==> src/rtl/pidsr_pkg.sv <==
// ----------------------------------------------------------------------------
// pidsr_pkg
// Shared types and constants of the PID speed regulator.
// ----------------------------------------------------------------------------
`default_nettype none

package pidsr_pkg;

  localparam int unsigned GainW   = 8;
  localparam int unsigned LimitW  = 7;
  localparam int unsigned DutyW   = 16;
  localparam int unsigned TargetW = 7;
  localparam int unsigned MeasW   = 8;
  localparam int unsigned StateW  = 8;
  localparam int unsigned CfgIdxW = 3;
  localparam int unsigned CfgDataW = 16;

  localparam logic [GainW-1:0]  PropGainRst  = 8'd8;
  localparam logic [GainW-1:0]  IntegGainRst = 8'd10;
  localparam logic [GainW-1:0]  DerivGainRst = 8'd1;
  localparam logic [LimitW-1:0] IntegLimRst  = 7'd40;
  localparam logic [DutyW-1:0]  MaxDutyRst   = 16'd400;

  typedef enum logic [CfgIdxW-1:0] {
    REG_PROP_GAIN   = 3'd0,
    REG_INTEG_GAIN  = 3'd1,
    REG_DERIV_GAIN  = 3'd2,
    REG_INTEG_LIMIT = 3'd3,
    REG_MAX_DUTY    = 3'd4
  } reg_idx_e;

  typedef struct packed {
    logic [GainW-1:0]  prop_gain;
    logic [GainW-1:0]  integ_gain;
    logic [GainW-1:0]  deriv_gain;
    logic [LimitW-1:0] integ_limit;
    logic [DutyW-1:0]  max_duty;
  } cfg_t;

endpackage

`default_nettype wire

==> src/rtl/pidsr_core.sv <==
// ----------------------------------------------------------------------------
// pidsr_core
// One control tick: saturated error, clamped integral, error change, weighted
// sum and duty clamp, with the next state; a zero target clears all outputs.
// ----------------------------------------------------------------------------
`default_nettype none

module pidsr_core import pidsr_pkg::*; (
  input  cfg_t               cfg_i,
  input  logic [TargetW-1:0] target_speed_i,
  input  logic [MeasW-1:0]   measured_speed_i,
  input  logic [StateW-1:0]  integ_i,
  input  logic [StateW-1:0]  prev_err_i,
  output logic [DutyW-1:0]   duty_o,
  output logic [StateW-1:0]  integ_o,
  output logic [StateW-1:0]  prev_err_o
);

  logic signed [8:0]  diff;
  logic signed [7:0]  err;
  logic signed [8:0]  isum;
  logic signed [8:0]  lim;
  logic signed [7:0]  integ_new;
  logic signed [8:0]  derr;
  logic signed [18:0] p_term;
  logic signed [18:0] i_term;
  logic signed [18:0] d_term;
  logic signed [18:0] u;
  logic signed [18:0] max_ext;

  always_comb begin
    diff = $signed({2'b00, target_speed_i}) - $signed({1'b0, measured_speed_i});
    if (diff < -9'sd128) begin
      err = -8'sd128;
    end else begin
      err = diff[7:0];
    end

    isum = $signed({integ_i[StateW-1], integ_i}) + $signed({err[7], err});
    lim  = $signed({2'b00, cfg_i.integ_limit});
    if (isum > lim) begin
      integ_new = lim[7:0];
    end else if (isum < -lim) begin
      integ_new = 8'(-lim);
    end else begin
      integ_new = isum[7:0];
    end

    derr = $signed({err[7], err}) - $signed({prev_err_i[StateW-1], prev_err_i});

    p_term = $signed({11'd0, cfg_i.prop_gain}) * $signed({{11{err[7]}}, err});
    i_term = $signed({11'd0, cfg_i.integ_gain}) * $signed({{11{integ_new[7]}}, integ_new});
    d_term = $signed({11'd0, cfg_i.deriv_gain}) * $signed({{10{derr[8]}}, derr});
    u      = p_term + i_term + d_term;

    max_ext = $signed({3'd0, cfg_i.max_duty});

    if (target_speed_i == '0) begin
      duty_o     = '0;
      integ_o    = '0;
      prev_err_o = '0;
    end else begin
      integ_o    = integ_new;
      prev_err_o = err;
      if (u <= 19'sd0) begin
        duty_o = '0;
      end else if (u > max_ext) begin
        duty_o = cfg_i.max_duty;
      end else begin
        duty_o = u[DutyW-1:0];
      end
    end
  end

endmodule

`default_nettype wire

==> src/rtl/pid_speed_regulator.sv <==
// ----------------------------------------------------------------------------
// pid_speed_regulator
// PID speed regulator with a clamped integral and a clamped duty output.
// ----------------------------------------------------------------------------
// Usage:
//   Input channel (in_valid_i / in_stall_o) carries one control tick: a
//   target speed and a measured speed. Output channel (out_valid_o /
//   out_stall_i) returns one duty command per tick, in tick order.
//   The tick is captured in an input register; the control law runs on it
//   combinationally and lands in the duty register when the output side
//   advances. One tick per cycle is sustained while the receiver does not
//   stall; the integral and previous-error registers update with the duty
//   register. When the receiver stalls, the duty register holds, the input
//   register fills, and in_stall_o rises only once both are occupied. Gains,
//   integral limit and maximum duty are written through cfg_we_i, cfg_index_i
//   and cfg_wdata_i, by the user only while no tick is in flight (the block
//   does not enforce it). Unknown indexes are ignored. Reset loads default
//   gains and limits, clears the controller state and empties both registers.
// ----------------------------------------------------------------------------
`default_nettype none

module pid_speed_regulator import pidsr_pkg::*; (
  input  logic                clk_i,
  input  logic                rst_ni,
  input  logic                in_valid_i,
  output logic                in_stall_o,
  input  logic [TargetW-1:0]  target_speed_i,
  input  logic [MeasW-1:0]    measured_speed_i,
  output logic                out_valid_o,
  input  logic                out_stall_i,
  output logic [DutyW-1:0]    duty_o,
  input  logic                cfg_we_i,
  input  logic [CfgIdxW-1:0]  cfg_index_i,
  input  logic [CfgDataW-1:0] cfg_wdata_i
);

  cfg_t               cfg_q;
  logic               s1_valid_q;
  logic [TargetW-1:0] s1_target_q;
  logic [MeasW-1:0]   s1_meas_q;
  logic               out_valid_q;
  logic [DutyW-1:0]   duty_q;
  logic [DutyW-1:0]   duty_d;
  logic [StateW-1:0]  integ_q;
  logic [StateW-1:0]  integ_d;
  logic [StateW-1:0]  prev_q;
  logic [StateW-1:0]  prev_d;
  logic               advance;
  logic               fire;
  logic               in_xfer;

  assign advance    = !out_valid_q || !out_stall_i;
  assign fire       = s1_valid_q && advance;
  assign in_stall_o = s1_valid_q && !advance;
  assign in_xfer    = in_valid_i && !in_stall_o;

  // Configuration registers
  always_ff @(posedge clk_i or negedge rst_ni) begin
    if (!rst_ni) begin
      cfg_q.prop_gain   <= PropGainRst;
      cfg_q.integ_gain  <= IntegGainRst;
      cfg_q.deriv_gain  <= DerivGainRst;
      cfg_q.integ_limit <= IntegLimRst;
      cfg_q.max_duty    <= MaxDutyRst;
    end else if (cfg_we_i) begin
      unique case (cfg_index_i)
        REG_PROP_GAIN:   cfg_q.prop_gain   <= cfg_wdata_i[GainW-1:0];
        REG_INTEG_GAIN:  cfg_q.integ_gain  <= cfg_wdata_i[GainW-1:0];
        REG_DERIV_GAIN:  cfg_q.deriv_gain  <= cfg_wdata_i[GainW-1:0];
        REG_INTEG_LIMIT: cfg_q.integ_limit <= cfg_wdata_i[LimitW-1:0];
        REG_MAX_DUTY:    cfg_q.max_duty    <= cfg_wdata_i[DutyW-1:0];
        default: ;
      endcase
    end
  end

  // Input register
  always_ff @(posedge clk_i or negedge rst_ni) begin
    if (!rst_ni) begin
      s1_valid_q <= 1'b0;
    end else if (advance || !s1_valid_q) begin
      s1_valid_q <= in_valid_i;
    end
  end

  always_ff @(posedge clk_i) begin
    if (in_xfer) begin
      s1_target_q <= target_speed_i;
      s1_meas_q   <= measured_speed_i;
    end
  end

  pidsr_core u_core (
    .cfg_i            (cfg_q),
    .target_speed_i   (s1_target_q),
    .measured_speed_i (s1_meas_q),
    .integ_i          (integ_q),
    .prev_err_i       (prev_q),
    .duty_o           (duty_d),
    .integ_o          (integ_d),
    .prev_err_o       (prev_d)
  );

  // Controller state and result register
  always_ff @(posedge clk_i or negedge rst_ni) begin
    if (!rst_ni) begin
      integ_q     <= '0;
      prev_q      <= '0;
      out_valid_q <= 1'b0;
    end else begin
      if (fire) begin
        integ_q <= integ_d;
        prev_q  <= prev_d;
      end
      if (advance) begin
        out_valid_q <= s1_valid_q;
      end
    end
  end

  always_ff @(posedge clk_i) begin
    if (fire) begin
      duty_q <= duty_d;
    end
  end

  assign out_valid_o = out_valid_q;
  assign duty_o      = duty_q;

  a_stall_only_when_full: assert property (@(posedge clk_i) disable iff (!rst_ni)
    in_stall_o |-> (s1_valid_q && out_valid_q && out_stall_i))
    else $error("input stalled while a stage was free");

  a_state_holds: assert property (@(posedge clk_i) disable iff (!rst_ni)
    !fire |=> ($stable(integ_q) && $stable(prev_q)))
    else $error("controller state changed without a tick");

  a_zero_clears: assert property (@(posedge clk_i) disable iff (!rst_ni)
    (fire && (s1_target_q == '0)) |=> ((integ_q == '0) && (prev_q == '0) && (duty_q == '0)))
    else $error("zero setpoint did not clear the controller");

  a_out_from_stage: assert property (@(posedge clk_i) disable iff (!rst_ni)
    $rose(out_valid_q) |-> $past(s1_valid_q))
    else $error("result appeared without a tick");

  a_duty_bound: assert property (@(posedge clk_i) disable iff (!rst_ni)
    fire |=> (duty_q <= cfg_q.max_duty))
    else $error("duty above maximum");

endmodule

`default_nettype wire

==> config.mk <==
export PLATFORM = sky130hd
export DESIGN_NAME = pid_speed_regulator
export DESIGN_NICKNAME = d
export VERILOG_FILES = /design/src/rtl/pidsr_pkg.sv /design/src/rtl/pidsr_core.sv /design/src/rtl/pid_speed_regulator.sv
export SDC_FILE = /design/constraint.sdc
export NUM_CORES = 1
export LEC_CHECK = 0
export BUFFER_PORTS_ARGS = -buffer_cell sky130_fd_sc_hd__clkbuf_2
export CORE_ASPECT_RATIO = 1.4
export CORE_UTILIZATION = 55
export CTS_CLUSTER_DIAMETER = 80
export DETAILED_ROUTE_END_ITERATION = 10
export PLACE_DENSITY_LB_ADDON = 0.15
export SETUP_SLACK_MARGIN = 0.2
export SYNTH_ARGS = -nofsm -noshare
export SYNTH_HDL_FRONTEND = slang
export SYNTH_SLANG_ARGS = --single-unit
==> constraint.sdc <==
create_clock -name clk_i -period 14.73 [get_ports clk_i]
set_input_delay 2.2095 -clock clk_i [delete_from_list [all_inputs] [get_ports clk_i]]
set_output_delay 2.2095 -clock clk_i [all_outputs]
set_load 0.02 [all_outputs]
==> results of run 1 <==
-- through the flow --
step / worst slack (ps) / util, % / hold slack [ps]
6_report: 1270 / 60.7 / 498
5_1_grt: 273 / 60.7 / 519
4_1_cts: 413 / 60.4 / 501
3_5_place_dp: 470 / 59.1 / 485
3_3_place_gp: 791 / 59.1 / 470
2_1_floorplan: 1400 / - / 456
-- metal layers --
metal | vias up | track usage, % | share of wire [%]
met4 | 0 | 14.7 | 4.8
met1 | 5559 | 32.8 | 39
met3 | 83 | 2.22 | 3.4
met2 | 294 | 53.7 | 52
met5 | - | 0 | 0
li1 | 5403 | - | -
-- cell families after synthesis --
| logic type | count (synthesis) | share of synthesized area [%] |
|---|---|---|
| AND/OR/NAND/NOR | 465 | 17.4 |
| adder cells (fa/ha/maj) | 349 | 38.2 |
| buffers and inverters | 272 | 7.26 |
| AO/OA/AOI/OAI | 258 | 12.3 |
| flip-flops | 96 | 18.1 |
| XOR/XNOR | 63 | 3.90 |
| multiplexers | 36 | 2.83 |
-- sequential cells by signal (all words and copies together) (netlist names) --
signal       cells
cfg_q           47
duty_o          16
integ_q          8
prev_q           8
s1_meas_q        8
s1_target_q      7
out_valid_o      1
s1_valid_q       1
-- area by class of cell --
cell class	count	area [um2]	share of cell area, %
Tap cell	319	399	2.60
Clock buffer	11	233	1.52
Sequential cell	96	2570	16.7
Clock inverter	5	87.6	0.570
Timing Repair Buffer	88	533	3.47
Inverter	242	908	5.92
Multi-Input combinational cell	1171	10600	69.2
-- cell usage in the layout, fill, tap and decap left out, types with 12 or more instances in the layout --
cell type                  instances
sky130_fd_sc_hd__xnor2_1          55
sky130_fd_sc_hd__nand4_1          19
sky130_fd_sc_hd__clkbuf_2         55
sky130_fd_sc_hd__nor2_1           67
sky130_fd_sc_hd__o21ai_0          54
sky130_fd_sc_hd__nand2b_1         34
sky130_fd_sc_hd__a21oi_1          50
sky130_fd_sc_hd__a211oi_1         21
sky130_fd_sc_hd__nor3_1           22
sky130_fd_sc_hd__mux2_2           32
sky130_fd_sc_hd__edfxtp_1         31
sky130_fd_sc_hd__fa_1            139
sky130_fd_sc_hd__nor2b_1          30
sky130_fd_sc_hd__o21a_1           12
sky130_fd_sc_hd__or2_2            16
sky130_fd_sc_hd__ha_1            209
sky130_fd_sc_hd__nand3_1          36
sky130_fd_sc_hd__dfrtp_1          56
sky130_fd_sc_hd__inv_1           240
sky130_fd_sc_hd__and3_1           44
sky130_fd_sc_hd__nor4_1           12
sky130_fd_sc_hd__o31ai_1          18
sky130_fd_sc_hd__and2_1           60
sky130_fd_sc_hd__buf_4            31
sky130_fd_sc_hd__a31oi_1          12
sky130_fd_sc_hd__nand2_1          99
-- worst reg2reg max path, delay by kind of cell (launching register included) --
family | cells | cell delay, ps
AO/OA/AOI/OAI | 21 | 4280
XOR/XNOR | 2 | 620
adder cells (fa/ha/maj) | 13 | 5160
buffers and inverters | 6 | 820
flip-flops | 1 | 340
AND/OR/NAND/NOR | 11 | 1940
-- worst paths after layout --
| kind | from | endpoint | slack [ps] | cells after the start |
|---|---|---|---|---|
| setup / recovery | s1_target_q[0] | duty_o[14] | 1270 | 53 |
| hold / removal | s1_valid_q | out_valid_o | 500 | 1 |
| setup reg to reg | s1_target_q[0] | duty_o[14] | 1270 | 53 |
| hold reg to reg | s1_valid_q | out_valid_o | 500 | 1 |
| max in group asynchronous | rst_ni | cfg_q[13] | 12070 | 2 |
| min in group asynchronous | rst_ni | cfg_q[20] | 2060 | 2 |
-- cell usage after synthesis, types with 13 or more instances --
master / n
sky130_fd_sc_hd__o21ai_0: 57
sky130_fd_sc_hd__dfrtp_1: 56
sky130_fd_sc_hd__nor3_1: 23
sky130_fd_sc_hd__o21a_1: 13
sky130_fd_sc_hd__a21oi_1: 51
sky130_fd_sc_hd__nand4_1: 19
sky130_fd_sc_hd__nor2_1: 68
sky130_fd_sc_hd__or2_2: 16
sky130_fd_sc_hd__nand3_1: 36
sky130_fd_sc_hd__o31ai_1: 18
sky130_fd_sc_hd__fa_1: 139
sky130_fd_sc_hd__nor2b_1: 30
sky130_fd_sc_hd__and3_1: 44
sky130_fd_sc_hd__nand2b_1: 34
sky130_fd_sc_hd__nand2_1: 99
sky130_fd_sc_hd__ha_1: 209
sky130_fd_sc_hd__a211oi_1: 21
sky130_fd_sc_hd__inv_1: 240
sky130_fd_sc_hd__mux2_2: 32
sky130_fd_sc_hd__xnor2_1: 55
sky130_fd_sc_hd__clkbuf_1: 27
sky130_fd_sc_hd__and2_1: 60
sky130_fd_sc_hd__edfxtp_1: 31
-- what timing repair did --
item | CTS | global route
resized for setup | 0 | 13
hold buffers | 0 | 0
buffers inserted | 0 | 2
setup endpoints to repair | 0 | 16
==> impl_metrics.ini, run 1 <==
[die]
floorplan.initialDensity_pct = 56.0
ioPinCount = 57
rows = 69
core_um2 = 25300
dieWidth_um = 138
die_y_um = 192
die-area_um2 = 26400

[global_route]
track_usage_pct = 29.0
maximum_number_of_pins_on_one_net_before_global_route_repair = 66
number_of_antenna_violations_at_the_first_check_in_global_routing = 0
grt_overflow = 0
grt_first_pass_wirelength_um = 58000
number_of_global_route_vias_before_repair = 11600

[worst_setup_path]
cp_slowest_cell = sky130_fd_sc_hd__fa_1
worstSetupStartpointType = flip-flop
cp_bufs_invs = 6
timing.critical_path.required_ps = 14800
crit_top_cell = sky130_fd_sc_hd__fa_1
crit_path_max_incr_delay_ps = 550
crit_fanout = 17
crit_path_end_kind = flip-flop
timing.critical_path.max_delay_family = adder cells
cp.arrival_ps = 13530
critPathKind = flip-flop to flip-flop

[yosys]
number_of_nets_in_the_synthesized_netlist = 1926
ys_seq_elements = 96
number_of_distinct_library_cells_after_synthesis = 74
synth_area_leader = sky130_fd_sc_hd__fa_1
syn-instance-count = 1539
yosysSeqAreaShare_pct = 18.1
synth_largest_type_area_fraction_pct = 19.7
synth_top_cells_by_area = sky130_fd_sc_hd__fa_1 20%, sky130_fd_sc_hd__ha_1 18%, sky130_fd_sc_hd__dfrtp_1 9.9%
ys_warn_count = 0
top_reg_cell_synth = sky130_fd_sc_hd__dfrtp_1
synth_async_sr_flop_share_pct = 67.7
syn_area_per_cell_um2 = 9.20
netlist_area_um2 = 14200
synth_edf_count = 31

[sta]
skew_ps = 16.3
fmax_mhz = 74.3
layout_min_cycle_time_ps = 13460
slew_violations = 0
max_slew.worst_pin.slew_ps = 1070
period_share_pct = 91.4
slew_headroom_pct = 28.5
tns_ps = 0
hold_viol = 0
grt_setup_unrepaired = false
finalSetupViolCount = 0

[clocking]
cts_tree = built
cts_root_buf = sky130_fd_sc_hd__clkbuf_16
cts.path.max_buffers = 2
worst_path_clk_slew_ps = 70
clock_sink_count = 96
clock_insertion_delay_worst_skew_ps = 370
h_tree_levels = 3
cts_buffers = 9

[layout]
postLayoutCellArea_um2 = 15400
layoutNonFillerInstCount = 1932
fin_nets = 1995
area_growth_syn_to_layout_pct = 8.42
diodes = 0
final_layout_size_suffix_gt1_share_pct = 11.0
fillCellCount = 2246

[routing]
drc_violation_total_after_the_first_tritonroute_iteration = 479
drc_violations_left = 0
dr.pass1.iters = 5
route.antenna.remaining_nets = 0
num_vias = 11300
routed_wirelength_um = 36000
via_per_inst = 5.87
wire_per_inst_um = 18.6

[placed_design]
dpl_cell_area_um2 = 15000
finalWeightedCongestion = 1.01
portBuffers = 56
dp_cells = 1914
place.detailed.hpwl_um = 30000

[worst_hold_path]
worstHoldPathType = flip-flop to flip-flop

[job]
max-cap-violations = 0

[status]
run_status = finished clean
Power of run 1 is not shown: default switching activity piles up to over one toggle a cycle in this logic, so the estimate is an artifact.
==> run 2: changes to the inputs <==
==> constraint.sdc (replaced) <==
create_clock -name clk_i -period 16.8 [get_ports clk_i]
set_input_delay 0.84 -clock clk_i [delete_from_list [all_inputs] [get_ports clk_i]]
set_output_delay 0.84 -clock clk_i [all_outputs]
set_load 0.02 [all_outputs]
==> impl_metrics.ini, run 2 (synthesis gave the netlist of run 1 again) <==
[status]
run_status = finished clean

[routing]
wire_per_inst_um = 18.8
routed_wirelength_um = 36000
drc_violation_total_after_the_first_tritonroute_iteration = 409
dr.pass1.iters = 7
num_vias = 11300
drc_violations_left = 0
via_per_inst = 5.92
route.antenna.remaining_nets = 0

[sta]
tns_ps = 0
hold_viol = 0
finalSetupViolCount = 0
skew_ps = 14.2
max_slew.worst_pin.slew_ps = 1360
fmax_mhz = 64.4
grt_setup_unrepaired = false
slew_violations = 0
slew_headroom_pct = 8.81
period_share_pct = 92.5
layout_min_cycle_time_ps = 15540

[clocking]
post_cts_hold_buffer_count = 0
clock_insertion_delay_worst_skew_ps = 370
worst_path_clk_slew_ps = 80
post_cts_resize_count = 0
cts.path.max_buffers = 2
clock_sink_count = 96
h_tree_levels = 3
cts_root_buf = sky130_fd_sc_hd__clkbuf_16
cts_tree = built
post_cts_buffers = 0
cts_buffers = 9

[layout]
layout.cells.most_common_list = 240 x sky130_fd_sc_hd__inv_1, 209 x sky130_fd_sc_hd__ha_1, 139 x sky130_fd_sc_hd__fa_1
area_growth_syn_to_layout_pct = 7.07
diodes = 0
fin_nets = 1980
max_flop_register = cfg_q
mostFrequentLayoutCell = sky130_fd_sc_hd__inv_1
max_ffs_per_register = 47
final_layout_size_suffix_gt1_share_pct = 9.76

[worst_setup_path]
crit_fanout = 17
critPathKind = flip-flop to flip-flop
timing.critical_path.required_ps = 16980
crit_top_cell = sky130_fd_sc_hd__o21ai_0
crit_path_max_incr_delay_ps = 1090
worst-r2r-cell-count = 51
cp_slowest_cell = sky130_fd_sc_hd__a21boi_1
cp.arrival_ps = 15710
worstSetupStartpointType = flip-flop
crit_path_end_kind = flip-flop

[worst_hold_path]
worstHoldPathType = flip-flop to flip-flop
holdPathStages = 2

[global_route]
maximum_number_of_pins_on_one_net_before_global_route_repair = 66
number_of_global_route_vias_before_repair = 11400
grt_first_pass_wirelength_um = 58300
track_usage_pct = 29.1
grt_overflow = 0
number_of_antenna_violations_at_the_first_check_in_global_routing = 0

[die]
dieWidth_um = 138
die-area_um2 = 26400
rows = 69
die_y_um = 192
ioPinCount = 57
core_um2 = 25300
floorplan.initialDensity_pct = 56.0

[job]
max-cap-violations = 0

[placed_design]
finalWeightedCongestion = 0.964
place.detailed.hpwl_um = 30000
portBuffers = 56
-- run 2: cell count changes in the layout (fill, tap and decap cells not counted), sizes merged --
cell	change
buf	-15
bufinv	-1
clkbuf	-1
clkinv	+1
clkinvlp	+1
-- run 2: final timing paths --
kind / end / startpoint / slack, ps
max: duty_o[14] / s1_target_q[0] / 1260
min: integ_q[0] / integ_q[0] / 490
max reg2reg: duty_o[14] / s1_target_q[0] / 1260
min reg2reg: integ_q[0] / integ_q[0] / 490
max in group asynchronous: cfg_q[10] / rst_ni / 15520
min in group asynchronous: integ_q[2] / rst_ni / 700
-- run 2: metrics by stage --
stage | setup WS (ps) | util [%] | area [um2] | instances | hold WS [ps]
detailed placement | 1470 | 58.8 | 14900 | 1901 | 486
CTS | 1430 | 59.9 | 15200 | 1917 | 502
global route | 227 | 59.9 | 15200 | 1917 | 533
floorplan | 3470 | - | 14200 | 1539 | 456
finish | 1260 | 59.9 | 15200 | 1917 | 494
global placement | 2000 | 58.8 | 14900 | 1901 | 478
-- run 2: routing by layer --
metal / track usage (%) / vias to the layer above / routed length, um
met4: 16.8 / 0 / 2150
met5: 0 / - / 0
met3: 3.09 / 108 / 1220
met2: 51.9 / 295 / 18400
met1: 33.1 / 5557 / 14300
li1: - / 5388 / -
-- run 2: worst max-delay path: cells and delay by family (launching register included) --
family | cells | cell delay (ps)
xor gates and xnor gates | 2 | 570
and+or+nand+nor | 10 | 1650
AOI/OAI and AO/OA | 24 | 7480
adders and majority gates | 12 | 5000
DFF | 1 | 350
buffers and inverters | 3 | 270
-- run 2: final cells by class --
cell class | count | area [um2]
multi-input combinational | 1171 | 10600
fill | 2249 | 10100
sequential | 96 | 2570
inverter | 242 | 908
timing repair buffer | 73 | 408
tap | 319 | 399
clock buffer | 10 | 229
clock inverter | 6 | 67.6
Power of run 2 is left out for the same reason.
==> run 3: changes to the inputs <==
- RECOVER_POWER: default -> 50
==> impl_metrics.ini, run 3 (synthesis gave the netlist of run 1 again) <==
[worst_setup_path]
worstSetupStartpointType = flip-flop
crit_fanout = 17
crit_path_max_incr_delay_ps = 1090
critPathKind = flip-flop to flip-flop
cp.arrival_ps = 15690
cp_slowest_cell = sky130_fd_sc_hd__a21boi_1
crit_path_end_kind = flip-flop
timing.critical_path.required_ps = 16970
crit_top_cell = sky130_fd_sc_hd__o21ai_0

[layout]
area_growth_syn_to_layout_pct = 6.95
diodes = 0
mostFrequentLayoutCell = sky130_fd_sc_hd__inv_1
max_ffs_per_register = 47
layout.cells.most_common_list = 240 x sky130_fd_sc_hd__inv_1, 209 x sky130_fd_sc_hd__ha_1, 139 x sky130_fd_sc_hd__fa_1
final_layout_size_suffix_gt1_share_pct = 9.39
max_flop_register = cfg_q
fin_nets = 1980

[status]
violations = max-capacitance violations, max-slew violations
run_status = finished, violations left

[clocking]
h_tree_levels = 3
clock_insertion_delay_worst_skew_ps = 370
worst_path_clk_slew_ps = 80
cts_tree = built
clock_sink_count = 96
post_cts_hold_buffer_count = 0
post_cts_resize_count = 0
cts_buffers = 9
cts_root_buf = sky130_fd_sc_hd__clkbuf_16
post_cts_buffers = 0
cts.path.max_buffers = 2

[placed_design]
finalWeightedCongestion = 0.964
place.detailed.hpwl_um = 30000
portBuffers = 56

[die]
rows = 69
die-area_um2 = 26400
dieWidth_um = 138
floorplan.initialDensity_pct = 56.0
ioPinCount = 57
core_um2 = 25300
die_y_um = 192

[routing]
via_per_inst = 5.93
route.antenna.remaining_nets = 0
drc_violations_left = 0
routed_wirelength_um = 36000
drc_violation_total_after_the_first_tritonroute_iteration = 420
num_vias = 11400
wire_per_inst_um = 18.8
dr.pass1.iters = 7

[global_route]
track_usage_pct = 29.1
grt_first_pass_wirelength_um = 58300
number_of_global_route_vias_before_repair = 11400
number_of_antenna_violations_at_the_first_check_in_global_routing = 0
maximum_number_of_pins_on_one_net_before_global_route_repair = 66
grt_overflow = 0

[sta]
skew_ps = 14.1
timing.hold.ws_ps = 493
max_slew.worst_pin.slew_ps = 3860
finalSetupViolCount = 0
hold_viol = 0
period_share_pct = 92.3
slew_violations = 66
tns_ps = 0
slew_headroom_pct = -157
grt_setup_unrepaired = false
layout_min_cycle_time_ps = 15510
fmax_mhz = 64.5

[worst_hold_path]
worstHoldPathType = flip-flop to flip-flop

[job]
max-cap-violations = 1
[run 3: cell count changes in the layout (fill, tap and decap cells not counted), sizes merged]
cell    delta
buf        -4
clkbuf     +4
[run 3: path summary, 6_finish.rpt]
check / from / endpoint / slack, ps / cells after the start
max in group asynchronous: rst_ni / prev_q[2] / 12730 / 2
hold / removal: integ_q[0] / integ_q[0] / 490 / 2
setup / recovery: s1_target_q[0] / duty_o[14] / 1290 / 51
setup reg to reg: s1_target_q[0] / duty_o[14] / 1290 / 51
hold reg to reg: integ_q[0] / integ_q[0] / 490 / 2
min in group asynchronous: rst_ni / cfg_q[16] / 1920 / 2
[run 3: area by class of cell]
| cell class | count | area (um2) |
|---|---|---|
| Multi-Input combinational cell | 1171 | 10600 |
| Fill cell | 2258 | 10200 |
| Sequential cell | 96 | 2570 |
| Inverter | 242 | 908 |
| Tap cell | 319 | 399 |
| Timing Repair Buffer | 73 | 390 |
| Clock buffer | 10 | 229 |
| Clock inverter | 6 | 67.6 |
[run 3: routing by layer]
layer | track usage (%) | up-vias | wire length, um
met5 | 0 | - | 0
met4 | 16.8 | 0 | 2240
met3 | 3.09 | 116 | 1260
met2 | 51.9 | 304 | 18300
met1 | 33.1 | 5555 | 14200
li1 | - | 5387 | -
[run 3: per-stage QoR]
stage / setup WS [ps] / cells / area [um2] / util, %
final: 1290 / 1917 / 15100 / 59.9
after global routing: 227 / 1917 / 15100 / 59.9
after CTS: 1430 / 1917 / 15200 / 59.9
after detailed placement: 1470 / 1901 / 14900 / 58.8
after global placement: 2000 / 1901 / 14900 / 58.8
after floorplan: 3470 / 1539 / 14200 / -
[run 3: critical path: cells and delay by family, from the launching register on]
kind	cells	cell delay, ps
compound gates	24	7460
xor+xnor	2	570
fa+ha+maj	12	4990
buf+inv	3	270
flops	1	350
simple gates	10	1650
Power of run 3 is left out for the same reason.
